[src/rtl/assert_macros.svh]
// assertion helpers
`ifndef ASSERT_MACROS_SVH
`define ASSERT_MACROS_SVH

`ifndef SYNTH
`define IHEX_ASSERT(lbl, clk, rst_n, prop) \
	lbl: assert property (@(posedge clk) disable iff (!rst_n) prop) \
	else $error("ihex assertion failed");
`define IHEX_ASSERT_MSG(lbl, clk, rst_n, prop, msg) \
	lbl: assert property (@(posedge clk) disable iff (!rst_n) prop) else $error(msg);
`else
`define IHEX_ASSERT(lbl, clk, rst_n, prop)
`define IHEX_ASSERT_MSG(lbl, clk, rst_n, prop, msg)
`endif

`endif

[src/rtl/ihex_pkg.sv]
package ihex_pkg;

	localparam int IHEX_RECORD_BYTES = 16;

	localparam logic [7:0] REC_TYPE_DATA = 8'h00;
	localparam logic [7:0] REC_TYPE_EOF  = 8'h01;
	localparam logic [7:0] REC_TYPE_ELA  = 8'h04;
	localparam logic [7:0] ELA_LEN       = 8'h02;

	localparam logic [6:0] ASCII_COLON   = 7'h3A;
	localparam logic [6:0] ASCII_NL      = 7'h0A;

	typedef enum logic [3:0] {
		ST_IDLE,
		ST_COLON,
		ST_CNT_H,
		ST_CNT_L,
		ST_ADH_H,
		ST_ADH_L,
		ST_ADL_H,
		ST_ADL_L,
		ST_TYP_H,
		ST_TYP_L,
		ST_PAY_H,
		ST_PAY_L,
		ST_SUM_H,
		ST_SUM_L,
		ST_NL
	} state_t;

	typedef enum logic [1:0] {CH_COLON, CH_HI, CH_LO, CH_NL} chr_t;

	typedef enum logic [2:0] {FLD_CNT, FLD_ADH, FLD_ADL, FLD_TYP, FLD_PAY, FLD_SUM} fld_t;

	typedef enum logic [1:0] {REC_DATA, REC_ELA, REC_EOF} rec_t;

	typedef struct packed {
		logic in_ready;
		logic accept;
		logic emit;
		logic rec_end;
		chr_t chr;
		fld_t fld;
	} ihex_cmd_t;

	typedef struct packed {
		logic has_rec;
		logic pay_empty;
		logic pay_last;
		logic more;
		logic slot_free;
	} ihex_sts_t;

	function automatic logic [6:0] hex_char(input logic [3:0] nib);
		logic [6:0] v;
		v = {3'b000, nib};
		if (nib < 4'd10) begin
			hex_char = 7'h30 + v;
		end else begin
			hex_char = 7'h37 + v;
		end
	endfunction

endpackage

[src/rtl/ihex_ram.sv]
module ihex_ram #(
	parameter int WIDTH = 8,
	parameter int DEPTH = 16,
	parameter int AW = (DEPTH > 1) ? $clog2(DEPTH) : 1
) (
	input  logic             clk,
	input  logic             we,
	input  logic [AW-1:0]    waddr,
	input  logic [WIDTH-1:0] wdata,
	input  logic [AW-1:0]    raddr,
	output logic [WIDTH-1:0] rdata
);

	logic [WIDTH-1:0] mem_q [DEPTH];

	always_ff @(posedge clk) begin
		if (we) begin
			mem_q[waddr] <= wdata;
		end
		rdata <= mem_q[raddr];
	end

endmodule

[src/rtl/ihex_ctrl.sv]
`include "assert_macros.svh"

module ihex_ctrl import ihex_pkg::*; (
	input  logic      clk,
	input  logic      arst_n,
	input  logic      in_valid,
	input  ihex_sts_t sts,
	output ihex_cmd_t cmd
);

	state_t state_q, state_d;

	always_ff @(posedge clk or negedge arst_n) begin
		if (!arst_n) begin
			state_q <= ST_IDLE;
		end else begin
			state_q <= state_d;
		end
	end

	always_comb begin
		state_d = state_q;
		unique case (state_q)
			ST_IDLE:  if (in_valid && sts.has_rec) state_d = ST_COLON;
			ST_COLON: if (sts.slot_free) state_d = ST_CNT_H;
			ST_CNT_H: if (sts.slot_free) state_d = ST_CNT_L;
			ST_CNT_L: if (sts.slot_free) state_d = ST_ADH_H;
			ST_ADH_H: if (sts.slot_free) state_d = ST_ADH_L;
			ST_ADH_L: if (sts.slot_free) state_d = ST_ADL_H;
			ST_ADL_H: if (sts.slot_free) state_d = ST_ADL_L;
			ST_ADL_L: if (sts.slot_free) state_d = ST_TYP_H;
			ST_TYP_H: if (sts.slot_free) state_d = ST_TYP_L;
			ST_TYP_L: if (sts.slot_free) state_d = sts.pay_empty ? ST_SUM_H : ST_PAY_H;
			ST_PAY_H: if (sts.slot_free) state_d = ST_PAY_L;
			ST_PAY_L: if (sts.slot_free) state_d = sts.pay_last ? ST_SUM_H : ST_PAY_H;
			ST_SUM_H: if (sts.slot_free) state_d = ST_SUM_L;
			ST_SUM_L: if (sts.slot_free) state_d = ST_NL;
			ST_NL:    if (sts.slot_free) state_d = sts.more ? ST_COLON : ST_IDLE;
			default:  state_d = ST_IDLE;
		endcase
	end

	always_comb begin
		cmd.in_ready = (state_q == ST_IDLE);
		cmd.accept   = in_valid && (state_q == ST_IDLE);
		cmd.emit     = sts.slot_free && (state_q != ST_IDLE);
		cmd.rec_end  = sts.slot_free && (state_q == ST_NL);
		cmd.chr      = CH_HI;
		cmd.fld      = FLD_CNT;
		unique case (state_q)
			ST_IDLE:  cmd.chr = CH_COLON;
			ST_COLON: cmd.chr = CH_COLON;
			ST_CNT_H: begin cmd.chr = CH_HI; cmd.fld = FLD_CNT; end
			ST_CNT_L: begin cmd.chr = CH_LO; cmd.fld = FLD_CNT; end
			ST_ADH_H: begin cmd.chr = CH_HI; cmd.fld = FLD_ADH; end
			ST_ADH_L: begin cmd.chr = CH_LO; cmd.fld = FLD_ADH; end
			ST_ADL_H: begin cmd.chr = CH_HI; cmd.fld = FLD_ADL; end
			ST_ADL_L: begin cmd.chr = CH_LO; cmd.fld = FLD_ADL; end
			ST_TYP_H: begin cmd.chr = CH_HI; cmd.fld = FLD_TYP; end
			ST_TYP_L: begin cmd.chr = CH_LO; cmd.fld = FLD_TYP; end
			ST_PAY_H: begin cmd.chr = CH_HI; cmd.fld = FLD_PAY; end
			ST_PAY_L: begin cmd.chr = CH_LO; cmd.fld = FLD_PAY; end
			ST_SUM_H: begin cmd.chr = CH_HI; cmd.fld = FLD_SUM; end
			ST_SUM_L: begin cmd.chr = CH_LO; cmd.fld = FLD_SUM; end
			ST_NL:    cmd.chr = CH_NL;
			default:  cmd.chr = CH_NL;
		endcase
	end

	`IHEX_ASSERT(a_nl_exit, clk, arst_n, (state_q == ST_NL && sts.slot_free) |=> (state_q == ST_IDLE || state_q == ST_COLON))
	`IHEX_ASSERT(a_typ_exit, clk, arst_n, (state_q == ST_TYP_L && sts.slot_free) |=> (state_q == ST_PAY_H || state_q == ST_SUM_H))
	`IHEX_ASSERT_MSG(a_stall_hold, clk, arst_n, (state_q != ST_IDLE && !sts.slot_free) |=> $stable(state_q), "state moved while output stalled")

endmodule

[src/rtl/ihex_dp.sv]
`include "assert_macros.svh"

module ihex_dp import ihex_pkg::*; #(
	parameter int RECORD_BYTES = IHEX_RECORD_BYTES
) (
	input  logic        clk,
	input  logic        arst_n,
	input  ihex_cmd_t   cmd,
	output ihex_sts_t   sts,
	input  logic        in_op,
	input  logic [31:0] in_addr,
	input  logic [7:0]  in_byte,
	input  logic        in_last,
	output logic        out_valid,
	input  logic        out_ready,
	output logic [6:0]  out_char,
	output logic        out_last
);

	localparam int IDX_W = (RECORD_BYTES > 1) ? $clog2(RECORD_BYTES) : 1;
	localparam int CNT_W = $clog2(RECORD_BYTES + 1);

	logic [CNT_W-1:0] count_q, dlen_q, cnt_nx;
	logic [15:0]      start_low_q, cur_seg_q, seg;
	logic             fresh_q, pend_q;
	rec_t             kind_q;
	logic [IDX_W-1:0] idx_q, idx_d;
	logic [7:0]       sum_q, fld_byte, ram_rdata;
	logic             first, need_ela, close, ram_we;
	logic             out_valid_q, out_last_q;
	logic [6:0]       out_char_q, chr_code;

	assign first    = (count_q == '0);
	assign seg      = in_addr[31:16];
	assign need_ela = first && (fresh_q || seg != cur_seg_q);
	assign cnt_nx   = count_q + CNT_W'(1);
	assign close    = (cnt_nx == CNT_W'(RECORD_BYTES)) || in_last;
	assign ram_we   = cmd.accept && !in_op;

	always_comb begin
		idx_d = idx_q;
		if (cmd.rec_end) begin
			idx_d = '0;
		end else if (cmd.emit && cmd.fld == FLD_PAY && cmd.chr == CH_LO) begin
			idx_d = idx_q + IDX_W'(1);
		end
	end

	ihex_ram #(
		.WIDTH(8),
		.DEPTH(RECORD_BYTES),
		.AW(IDX_W)
	) u_buf (
		.clk(clk),
		.we(ram_we),
		.waddr(count_q[IDX_W-1:0]),
		.wdata(in_byte),
		.raddr(idx_d),
		.rdata(ram_rdata)
	);

	always_ff @(posedge clk or negedge arst_n) begin
		if (!arst_n) begin
			count_q     <= '0;
			dlen_q      <= '0;
			start_low_q <= '0;
			cur_seg_q   <= '0;
			fresh_q     <= 1'b1;
			pend_q      <= 1'b0;
			kind_q      <= REC_DATA;
			idx_q       <= '0;
			sum_q       <= '0;
		end else begin
			idx_q <= idx_d;
			if (cmd.accept) begin
				sum_q <= '0;
				if (in_op) begin
					kind_q  <= REC_EOF;
					pend_q  <= 1'b0;
					count_q <= '0;
					fresh_q <= 1'b1;
				end else begin
					if (first) begin
						start_low_q <= in_addr[15:0];
					end
					if (need_ela) begin
						cur_seg_q <= seg;
					end
					kind_q  <= need_ela ? REC_ELA : REC_DATA;
					pend_q  <= need_ela && close;
					dlen_q  <= cnt_nx;
					count_q <= close ? '0 : cnt_nx;
					fresh_q <= in_last ? 1'b1 : (need_ela ? 1'b0 : fresh_q);
				end
			end else if (cmd.rec_end) begin
				kind_q <= REC_DATA;
				pend_q <= 1'b0;
				sum_q  <= '0;
			end else if (cmd.emit && cmd.chr == CH_LO && cmd.fld != FLD_SUM) begin
				sum_q <= sum_q + fld_byte;
			end
		end
	end

	always_comb begin
		fld_byte = 8'h00;
		case (cmd.fld)
			FLD_CNT: begin
				case (kind_q)
					REC_ELA: fld_byte = ELA_LEN;
					REC_EOF: fld_byte = 8'h00;
					default: fld_byte = 8'(dlen_q);
				endcase
			end
			FLD_ADH: fld_byte = (kind_q == REC_DATA) ? start_low_q[15:8] : 8'h00;
			FLD_ADL: fld_byte = (kind_q == REC_DATA) ? start_low_q[7:0] : 8'h00;
			FLD_TYP: begin
				case (kind_q)
					REC_ELA: fld_byte = REC_TYPE_ELA;
					REC_EOF: fld_byte = REC_TYPE_EOF;
					default: fld_byte = REC_TYPE_DATA;
				endcase
			end
			FLD_PAY: begin
				if (kind_q == REC_ELA) begin
					fld_byte = idx_q[0] ? cur_seg_q[7:0] : cur_seg_q[15:8];
				end else begin
					fld_byte = ram_rdata;
				end
			end
			FLD_SUM: fld_byte = 8'h00 - sum_q;
			default: fld_byte = 8'h00;
		endcase
	end

	always_comb begin
		case (cmd.chr)
			CH_COLON: chr_code = ASCII_COLON;
			CH_HI:    chr_code = hex_char(fld_byte[7:4]);
			CH_LO:    chr_code = hex_char(fld_byte[3:0]);
			default:  chr_code = ASCII_NL;
		endcase
	end

	always_ff @(posedge clk or negedge arst_n) begin
		if (!arst_n) begin
			out_valid_q <= 1'b0;
		end else if (cmd.emit) begin
			out_valid_q <= 1'b1;
		end else if (out_ready) begin
			out_valid_q <= 1'b0;
		end
	end

	always_ff @(posedge clk) begin
		if (cmd.emit) begin
			out_char_q <= chr_code;
			out_last_q <= (cmd.chr == CH_NL) && !pend_q;
		end
	end

	assign out_valid = out_valid_q;
	assign out_char  = out_char_q;
	assign out_last  = out_last_q;

	always_comb begin
		sts.has_rec   = in_op || need_ela || close;
		sts.pay_empty = (kind_q == REC_EOF);
		sts.pay_last  = (kind_q == REC_ELA) ? idx_q[0] :
			((CNT_W'(idx_q) + CNT_W'(1)) == dlen_q);
		sts.more      = pend_q;
		sts.slot_free = !out_valid_q || out_ready;
	end

	`IHEX_ASSERT(a_count_range, clk, arst_n, count_q < CNT_W'(RECORD_BYTES))
	`IHEX_ASSERT(a_pend_ela, clk, arst_n, pend_q |-> kind_q == REC_ELA)
	`IHEX_ASSERT_MSG(a_last_nl, clk, arst_n, (out_valid_q && out_last_q) |-> out_char_q == ASCII_NL, "final char is not newline")

endmodule

[src/rtl/intel_hex_record_encoder.sv]
// Intel HEX encoder: accepts one memory byte (with its absolute address) or an end-of-file
// request and streams the resulting hex text, one ASCII character per output beat, with
// tlast on the final character that request causes. Bytes collect into data records of
// up to RECORD_BYTES bytes; a record closes when full or on tlast (end of region). A
// type 04 record precedes a record that starts a region or a new 64K segment. A request
// that only buffers a byte produces no output. The block takes one request at a time: a
// request is taken only when the character sequencer is idle, and the sequencer sends one
// character per cycle unless m_axis_tready stalls it, so a new request waits until the
// sequencer has sent every record that the last request closes.
module intel_hex_record_encoder import ihex_pkg::*; #(
	parameter int RECORD_BYTES = IHEX_RECORD_BYTES
) (
	input  logic        clk,
	input  logic        arst_n,
	input  logic        s_axis_tvalid,
	output logic        s_axis_tready,
	input  logic [39:0] s_axis_tdata,  // byte_address[31:0], data_byte[39:32]
	input  logic        s_axis_tuser,  // op
	input  logic        s_axis_tlast,
	output logic        m_axis_tvalid,
	input  logic        m_axis_tready,
	output logic [7:0]  m_axis_tdata,  // out_char[6:0], zero[7]
	output logic        m_axis_tlast
);

	ihex_cmd_t  cmd;
	ihex_sts_t  sts;
	logic [6:0] out_char;

	ihex_ctrl u_ctrl (
		.clk(clk),
		.arst_n(arst_n),
		.in_valid(s_axis_tvalid),
		.sts(sts),
		.cmd(cmd)
	);

	ihex_dp #(
		.RECORD_BYTES(RECORD_BYTES)
	) u_dp (
		.clk(clk),
		.arst_n(arst_n),
		.cmd(cmd),
		.sts(sts),
		.in_op(s_axis_tuser),
		.in_addr(s_axis_tdata[31:0]),
		.in_byte(s_axis_tdata[39:32]),
		.in_last(s_axis_tlast),
		.out_valid(m_axis_tvalid),
		.out_ready(m_axis_tready),
		.out_char(out_char),
		.out_last(m_axis_tlast)
	);

	assign s_axis_tready = cmd.in_ready;
	assign m_axis_tdata  = {1'b0, out_char};

endmodule

[config.mk]
export PLATFORM = sky130hd
export DESIGN_NAME = intel_hex_record_encoder
export DESIGN_NICKNAME = d
export VERILOG_FILES = /design/src/rtl/ihex_pkg.sv /design/src/rtl/ihex_ram.sv /design/src/rtl/ihex_ctrl.sv /design/src/rtl/ihex_dp.sv /design/src/rtl/intel_hex_record_encoder.sv
export VERILOG_INCLUDE_DIRS = /design/src /design/src/rtl
export SDC_FILE = /design/constraint.sdc
export NUM_CORES = 1
export LEC_CHECK = 0
export BUFFER_PORTS_ARGS = -buffer_cell sky130_fd_sc_hd__buf_2
export CELL_PAD_IN_SITES_DETAIL_PLACEMENT = 1
export CELL_PAD_IN_SITES_GLOBAL_PLACEMENT = 2
export CORE_ASPECT_RATIO = 0.5
export CORE_MARGIN = 5
export CORE_UTILIZATION = 47
export CTS_BUF_LIST = sky130_fd_sc_hd__clkbuf_16
export CTS_CLUSTER_SIZE = 8
export DETAILED_ROUTE_END_ITERATION = 10
export PLACE_DENSITY = 0.84
export SLEW_MARGIN = 20
export SYNTH_ARGS = -nofsm -noshare
export SYNTH_HDL_FRONTEND = slang
export SYNTH_HIERARCHICAL = 1
export SYNTH_SLANG_ARGS = --single-unit
export TNS_END_PERCENT = 5
[constraint.sdc]
create_clock -name clk -period 5.8 [get_ports clk]
set_clock_uncertainty 0.2 [all_clocks]
set_input_delay 1.16 -clock clk [delete_from_list [all_inputs] [get_ports clk]]
set_output_delay 1.16 -clock clk [all_outputs]
set_load 0.05 [all_outputs]
# Yosys cells after proc, flatten, opt, wreduce, memory -nomap -nowiden

Memories as Yosys holds them, arrays and structs flattened. A register that Yosys moved wholly into a read port is not among the register bits.
Index checks and enable logic that the tools add are counted.
W data, S select, Z words.

Memory bits (writable): 128
Word-level logic and storage cells: 165
Bits of input ports: 46
Register bits after elaboration: 71
Memories: 1
Output and inout bits: 11

Memory list:

| memory           | depth | bits a word | rd ports | clocked after Yosys merged registers in | wr ports | line           | RTL |
|---|---|---|---|---|---|---|---|
| u_dp.u_buf.mem_q | 16    | 8           | 1        | 1                                       | 1        | ihex_ram.sv:14 | `logic [WIDTH-1:0] mem_q [DEPTH];` |

Magnitude comparators: 2
Muxes and demuxes: 53
$add $sub $neg: 9
Equal/unequal tests: 43
Reductions and logical operators: 43
Bitwise operators: 1

Operators by type and width:

| kind                  | count |
|---|---|
| $mux W4               | 17 |
| $pmux W4 S15          | 1 |
| $mux W8               | 7 |
| $pmux W8 S6           | 1 |
| $ne A2 B1 Y1 const B  | 15 |
| $add A6 B4 Y7 const A | 4 |
| $eq A4 B4 Y1 const B  | 7 |
| $pmux W7 S3           | 1 |
| $eq A4 B3 Y1 const B  | 4 |
| $ne A16 B16 Y1        | 1 |
| $pmux W3 S5           | 1 |
| $reduce_and A15 Y1    | 1 |
| $mux W7               | 2 |
| $mux W1               | 13 |
| $logic_and A1 B1 Y1   | 12 |
| $reduce_or A2 Y1      | 6 |
| $reduce_or A6 Y1      | 2 |
| $mux W5               | 2 |
| $pmux W5 S2           | 1 |
| $add A8 B8 Y8         | 1 |
| $eq A4 B2 Y1 const B  | 2 |
| $lt A4 B4 Y1 const B  | 2 |
| $sub A1 B8 Y8 const A | 1 |
| $eq A2 B2 Y1 const B  | 3 |
| other kinds (27)      | 44 |

# Logic depth before layout (Yosys ltp)

Gate-level depths: netlist of run 1.

Word-level depth: 9
Gate-level depth with buffers: 20
Gate-level depth less buffers: 18

# Hierarchy

Netlist of run 1, hierarchy kept.

By module, submodules not included:

| module                   | seq. area each (µm²) | cells each | area an instance (µm²) | instances |
|---|---|---|---|---|
| ihex_ram                 | 4003.8               | 229        | 5147.4                 | 1 |
| ihex_dp                  | 1717.9               | 421        | 4194.0                 | 1 |
| ihex_ctrl                | 100.1                | 50         | 376.6                  | 1 |
| intel_hex_record_encoder | 0.0                  | 2          | 11.3                   | 1 |

# Worst setup path before layout of run 1

Ideal clock, no wire load.

Path kind: reg-to-reg
Start: register u_ctrl.state_q[1]
End: register u_dp.sum_q[7]
Stages on the path, launching flop included: 17
Setup time: 78 ps
Arrival: 3718 ps
Setup slack: 1804 ps
Clock period less this slack: 3996 ps
Cells stage by stage: dfrtp_1 > clkbuf_1 > nand2b_1 > a21boi_0 > or3b_1 > buf_2 > a211oi_1 > a2111oi_4 > inv_2 > ha_1 > a21oi_1 > o2111ai_1 > a21o_1 > a21oi_1 > xnor2_1 > or3_1 > a21oi_1

RTL lines:

| item                   | line            | RTL |
|---|---|---|
| start, declared        | ihex_ctrl.sv:11 | `state_t state_q, state_d;` |
| start signal, assigned | ihex_ctrl.sv:17 | `state_q <= state_d;` |
| end signal, assigned   | ihex_dp.sv:100  | `sum_q <= sum_q + fld_byte;` |
| end, declared          | ihex_dp.sv:28   | `logic [7:0] sum_q, fld_byte, ram_rdata;` |

==> metrics.yaml, run 1 <==
worst_setup_path:
  crit_chain: "nand2_1, o22ai_1, or3b_1, a211oi_1, a2111oi_4, inv_2, ha_1, a21oi_1, o2111ai_1, a21o_1, a21oi_1, xnor2_1, or3_1, a21oi_1"
  critical-path-top-delay-family: "compound AO/OA/AOI/OAI gates"
  rrSetupSlack_ps: 1210
  critPathArrivalTime_ps: 4850
  crit_buf_inv: 1
  max_stage_delay_ps: 660
  crit_top_cell: "a21oi_1"
  worstSetupPathType: "reg2reg"
  start_kind: "flip-flop"
  endpoint_kind: "flip-flop"
  critPathMaxFanout: 16
  cpMaxStageDelayCell: "dfrtp_1"
  worst_ep_required_time_ps: 6060
clocking:
  hold_buffers: 0
  cts-resized-gates: 0
  tritoncts: "done"
  clk_path_buf_depth: 3
  cts.clk_slew.worst_paths_ps: 60
  clock-root-buffer: "clkbuf_16"
  cts_setup_buffers: 0
  clk_latency_ps: 540
  cts.sinks: 207
  cts_buffers: 29
  htreeDepth: 1
power_and_ir_drop:
  swShare_pct: 35.3
  p_leak_nw: 4.30
  power_frac_seq_pct: 38.5
  p_clk_share_pct: 28.4
  power.internal_mw: 3.43
  p_sw_mw: 1.87
  power_density_nw_per_um2: 479
  power_frac_comb_pct: 33.1
  vdd_ir_drop_max_uv: 220
finish:
  multi_input_area_um2: 3630
  register_area_um2: 5820
  layout.nets: 832
  area_delta_synth_final_pct: 13.7
  design_area_um2: 11100
  drive_above_1_share_pct: 20.1
  finalNonFillerCells: 1063
  fillers: 2065
  post-route-util_pct: 54.1
  antenna_cells: 0
sta:
  hold_viol: 0
  final-setup-viol-count: 0
  worst_slew_pin_slew_ps: 1010
  relSlewSlack_pct: 32.6
  final.min_clock_period_ps: 4590
  rsz0062_at_grt: "no"
  drv_slew: 0
  max_freq_ghz: 0.218
  layout_worst_path_cycle_share_pct: 79.1
  whs_ps: 306
  finalSetupTns_ps: 0
outcome:
  status: "complete, no violations"
global_route:
  antenna_found_initial: 0
  grt_pass1_vias: 6525
  grt_usage_pct: 19.9
  grt_max_degree: 64
  grt_overflow_total: 0
  grt_pass1_wl_um: 37400
detailed_routing:
  drt-total-wl_um: 23400
  drc_errors: 0
  drtIter0Drc: 290
  ant_nets: 0
  viasPerCell: 5.67
  wl_per_cell_um: 22.0
  dr.pass1.iters: 4
  num_vias: 6025
logic_synthesis:
  synthArstFlopShare_pct: 30.4
  syn_avg_cell_area_um2: 13.9
  synthFlopType: "edfxtp_1"
  netlist_area_um2: 9730
  yosys.cell_types.count: 68
  yosysSeqAreaShare_pct: 59.8
  synth_edf_count: 136
  ys_warn_count: 6
  syn_nets: 767
  synth_cells: 702
  ys_seq_elements: 207
die:
  pin_count: 57
  die_x_um: 213
  die_y_um: 112
  initial_utilization_pct: 47.5
  die-area_um2: 23900
  row_count: 37
  core-area_um2: 20500
placed_design:
  postPlaceCellArea_um2: 10200
  place_inst: 1009
  io_buffers: 55
  dp_hpwl_um: 15900
  gp_congestion: 0.775
hold_path:
  min_path_type: "reg2reg"
job:
  maxCapViolations: 0
[Yosys cell counts, types with 12 or more instances]
master / n / area, um^2
xor2_1: 20 / 175
xnor2_1: 20 / 175
nand3_1: 12 / 60.1
mux2i_1: 12 / 120
nor3_1: 13 / 65.1
a21oi_1: 24 / 120
ha_1: 18 / 225
a22oi_1: 25 / 188
mux2_2: 23 / 259
o21ai_0: 24 / 120
edfxtp_1: 136 / 4080
nor2_1: 53 / 199
mux4_2: 18 / 405
nand2_1: 58 / 218
dfrtp_1: 62 / 1550
buf_2: 12 / 60.1
nand2b_1: 14 / 87.6
inv_1: 18 / 67.6
mux4_1: 14 / 368
[registers in the layout, indices dropped and copies added, names as in the netlist, 5 cells and up]
signal,count
u_dp/u_buf/mem_q,128
u_dp/u_buf/rdata,8
u_dp/count_q,5
u_dp/start_low_q,16
u_dp/sum_q,8
u_dp/cur_seg_q,16
u_dp/out_char,7
u_dp/dlen_q,5
[metal layers]
metal	vias to the layer above	wire length [um]	global-route usage [%]
met5	-	0	0
met4	0	245	3.13
met3	28	877	2.70
met2	115	11700	34.0
met1	3097	10600	27.8
li1	2785	-	-
[through the flow]
| step | power [mW] | setup slack (ps) |
|---|---|---|
| floorplan | 3.36 | 1800 |
| global placement | 3.75 | 1290 |
| detailed placement | 3.82 | 1120 |
| CTS | 5.36 | 1210 |
| global route | 5.64 | 758 |
| finish | 5.30 | 1210 |
[power by group through the flow]
stage	combinational, mW	clock, mW	sequential (mW)
finish	1.75	1.51	2.04
global route	1.94	1.63	2.07
CTS	1.77	1.55	2.04
detailed placement	1.75	0	2.06
global placement	1.70	0	2.06
floorplan	1.32	0	2.05
[cell type report]
type / count / share of cell area, %
inverter: 20 / 0.679
sequential: 207 / 52.6
clock inverter: 25 / 0.995
timing repair buffer: 66 / 3.23
tap: 273 / 3.09
multi-input combinational: 443 / 32.8
clock buffer: 29 / 6.56
[worst register-to-register path, cell delays in order, from the launching register on]
cell	delay [ps]
dfrtp_1	660
nand2_1	180
o22ai_1	570
or3b_1	470
a211oi_1	180
a2111oi_4	390
inv_2	140
ha_1	300
a21oi_1	240
o2111ai_1	230
a21o_1	230
a21oi_1	170
xnor2_1	90
or3_1	310
a21oi_1	150
[layout by cell type, fill, tap and decap left out, types with 3 or more instances in the layout]
cell / n
buf_4: 11
nor2b_1: 8
buf_2: 55
dfxtp_1: 8
edfxtp_1: 136
xor2_1: 20
inv_1: 42
mux4_2: 18
a22oi_1: 25
a21boi_0: 3
mux2_2: 23
o22ai_1: 5
nand3b_1: 6
and2_1: 5
mux2_4: 11
ha_1: 18
clkbuf_16: 29
o21ai_0: 24
mux4_1: 14
a21oi_1: 24
nor3_1: 13
nand3_1: 12
mux2i_1: 12
nand2_1: 58
xnor2_1: 20
a211oi_1: 9
nand2b_1: 14
nor2_1: 51
a211o_1: 5
dfrtp_1: 62
a21o_1: 3
a31oi_1: 3
nor4_1: 4
[worst paths after layout]
kind	start	end	cells past startpoint
setup / recovery	u_ctrl/state_q[1]	u_dp/sum_q[7]	14
hold / removal	u_dp/start_low_q[8]	u_dp/start_low_q[8]	1
setup reg to reg	u_ctrl/state_q[1]	u_dp/sum_q[7]	14
hold reg to reg	u_dp/start_low_q[8]	u_dp/start_low_q[8]	1
max in group asynchronous	arst_n	u_dp/idx_q[3]	2
min in group asynchronous	arst_n	u_dp/start_low_q[14]	2
[cells by family after synthesis]
family / count (synthesis) / share of synthesized area [%]
compound gates: 116 / 8.05
xor+xnor: 40 / 3.60
fa+ha+maj: 19 / 2.52
buf+inv: 52 / 2.94
flops: 207 / 59.8
mux: 78 / 13.5
other cells: 1 / 0.0385
simple gates: 189 / 9.47
(Power assumes the default switching activity.)
==> run 2: changes to the inputs <==
CORE_UTILIZATION = 44   (was 47)
PLACE_DENSITY = 0.79   (was 0.84)
clock period = 4.6 ns   (was 5.8 ns; I/O delays follow)
==> metrics.yaml, run 2 (synthesis gave the netlist of run 1 again) <==
detailed_routing:
  drc_errors: 0  # unchanged
  num_vias: 6001  # -0.40%
  ant_nets: 0  # unchanged
  viasPerCell: 5.44  # -4.1%
  dr.pass1.iters: 5  # +1
  drtIter0Drc: 396  # +37%
  wl_per_cell_um: 21.4  # -2.5%
  drt-total-wl_um: 23700  # +1.3%
sta:
  worst_slew_pin_slew_ps: 904  # -104 ps
  layout_worst_path_cycle_share_pct: 91.3  # +12 points
  drv_slew: 0  # unchanged
  relSlewSlack_pct: 39.5  # +6.9 points
  rsz0062_at_grt: "no"
  max_freq_ghz: 0.238  # +9.3%
  final-setup-viol-count: 0  # unchanged
  finalSetupTns_ps: 0  # unchanged
  final.min_clock_period_ps: 4200  # -389 ps
  hold_viol: 0  # unchanged
global_route:
  antenna_found_initial: 0  # unchanged
  grt_pass1_wl_um: 37900  # +1.5%
  grt_overflow_total: 0  # unchanged
  grt_max_degree: 34  # -47%
  grt_pass1_vias: 6446  # -1.2%
  grt_usage_pct: 19.5  # -0.40 points
power_and_ir_drop:
  vdd_ir_drop_max_uv: 274  # +25%
  total_power_mw: 6.75  # +27%
  p_leak_nw: 4.38  # +1.9%
  power_density_nw_per_um2: 602  # +26%
clocking:
  htreeDepth: 1  # unchanged
  hold_buffers: 0  # unchanged
  clk_path_buf_depth: 3  # unchanged
  cts.sinks: 207  # unchanged
  tritoncts: "done"
  cts.clk_slew.worst_paths_ps: 60  # about the same
  clock-root-buffer: "clkbuf_16"
  cts_setup_buffers: 0  # unchanged
  cts_buffers: 29  # unchanged
  clk_latency_ps: 560  # +20 ps
worst_setup_path:
  r2r_start: "u_ctrl/state_q[3]"
  worstSetupPathType: "reg2reg"
  worst_ep_required_time_ps: 4880  # -1180 ps
  critPathArrivalTime_ps: 4480  # -370 ps
  critPathMaxFanout: 13  # -3
  endpoint_kind: "flip-flop"
  start_kind: "flip-flop"
  setup.worst_path.start: "u_ctrl/state_q[3]"
placed_design:
  gp_congestion: 0.818  # +5.5%
  postPlaceCellArea_um2: 10400  # +1.6%
  dp_hpwl_um: 16200  # +2.0%
  io_buffers: 55  # unchanged
  place_inst: 1051  # +4.2%
finish:
  drive_above_1_share_pct: 21.9  # +1.8 points
  area_delta_synth_final_pct: 15.4
  finalNonFillerCells: 1104  # +3.9%
  layout_commonest_cell: "edfxtp_1"
  mostFrequentLayoutCells: "edfxtp_1, dfrtp_1, nand2_1, buf_2, nor2_1"
  largest_register: "u_dp/u_buf/mem_q"
  top_regs: "u_dp/u_buf/mem_q x128, u_dp/cur_seg_q x16, u_dp/start_low_q x16"
  antenna_cells: 0  # unchanged
  design_area_um2: 11200  # +1.5%
  layout.nets: 847  # +1.8%
  largest_register_ffs: 128  # unchanged
job:
  maxCapViolations: 0  # unchanged
die:
  row_count: 38  # +2.7%
  core-area_um2: 21700  # +6.2%
  die-area_um2: 25400  # +6.3%
  initial_utilization_pct: 44.8  # -2.8 points
  die_x_um: 220  # +3.2%
  pin_count: 57  # unchanged
  die_y_um: 115  # +3.1%
outcome:
  status: "complete, no violations"
hold_path:
  min_path_type: "in2async"
==> run 2: cell types whose count changed in the layout (fill, tap and decap cells not counted), sizes merged <==
cell	previous run	this run
inv	44	43
buf	66	81
==> run 2: path summary, 6_finish.rpt <==
path                                  to  slack, ps  depth (start not counted)
hold / removal             u_dp/sum_q[1]        230                          1
min in group clk            u_dp/fresh_q        290                          2
setup / recovery           u_dp/sum_q[7]        400                         14
max in group asynchronous   u_dp/fresh_q       3030                          2
hold reg to reg             u_dp/fresh_q        290                          2
setup reg to reg           u_dp/sum_q[7]        400                         14
==> run 2: what timing repair did <==
item	in CTS	in global routing
endpoints found under the hold margin	0	0
gates resized for setup	0	2
endpoints found under the setup margin	0	2
==> run 2: area by class of cell <==
cell class	count	area [um^2]
repair buffers	81	483
flip-flops and latches	207	5820
multi-input cells	443	3640
clock inverters	24	106
fillers	2192	10500
well taps	300	375
clock buffers	29	726
inverters	20	75.1
==> run 2: report_power, final <==
part / internal [mW] / leakage [nW] / switching [mW]
combinational: 0.959 / 1.77 / 1.33
clock: 1.13 / 0.490 / 0.775
sequential: 2.26 / 2.13 / 0.298
total: 4.35 / 4.38 / 2.40
==> run 2: layer usage <==
| metal | up-vias | part of all wire, % | track usage, % |
|---|---|---|---|
| met3 | 25 | 3.9 | 3.87 |
| met4 | 0 | 1.4 | 4.03 |
| met5 | - | 0 | 0 |
| li1 | 2814 | - | - |
| met2 | 103 | 49 | 32.6 |
| met1 | 3059 | 46 | 26.8 |
==> run 2: stage by stage <==
step                      hold slack, ps  setup WS (ps)  utilization (%)
after floorplan                      250            604                -
after detailed placement             274            242             47.8
after global placement               269            455             47.8
final                                225            400             51.7
after global routing                 288           35.4             51.7
after CTS                            230            184             51.6
==> run 2: critical path, stage by stage, from the launching register on <==
cell       delay (ps)
dfrtp_1           600
nor2_1            120
nor2_1            440
nor2b_1           230
nor2b_1           220
a2111oi_4         490
inv_2             130
ha_1              300
a21oi_1           220
o2111ai_1         220
a21o_1            220
a21oi_1           170
xnor2_1           100
or3_1             320
a21oi_1           140
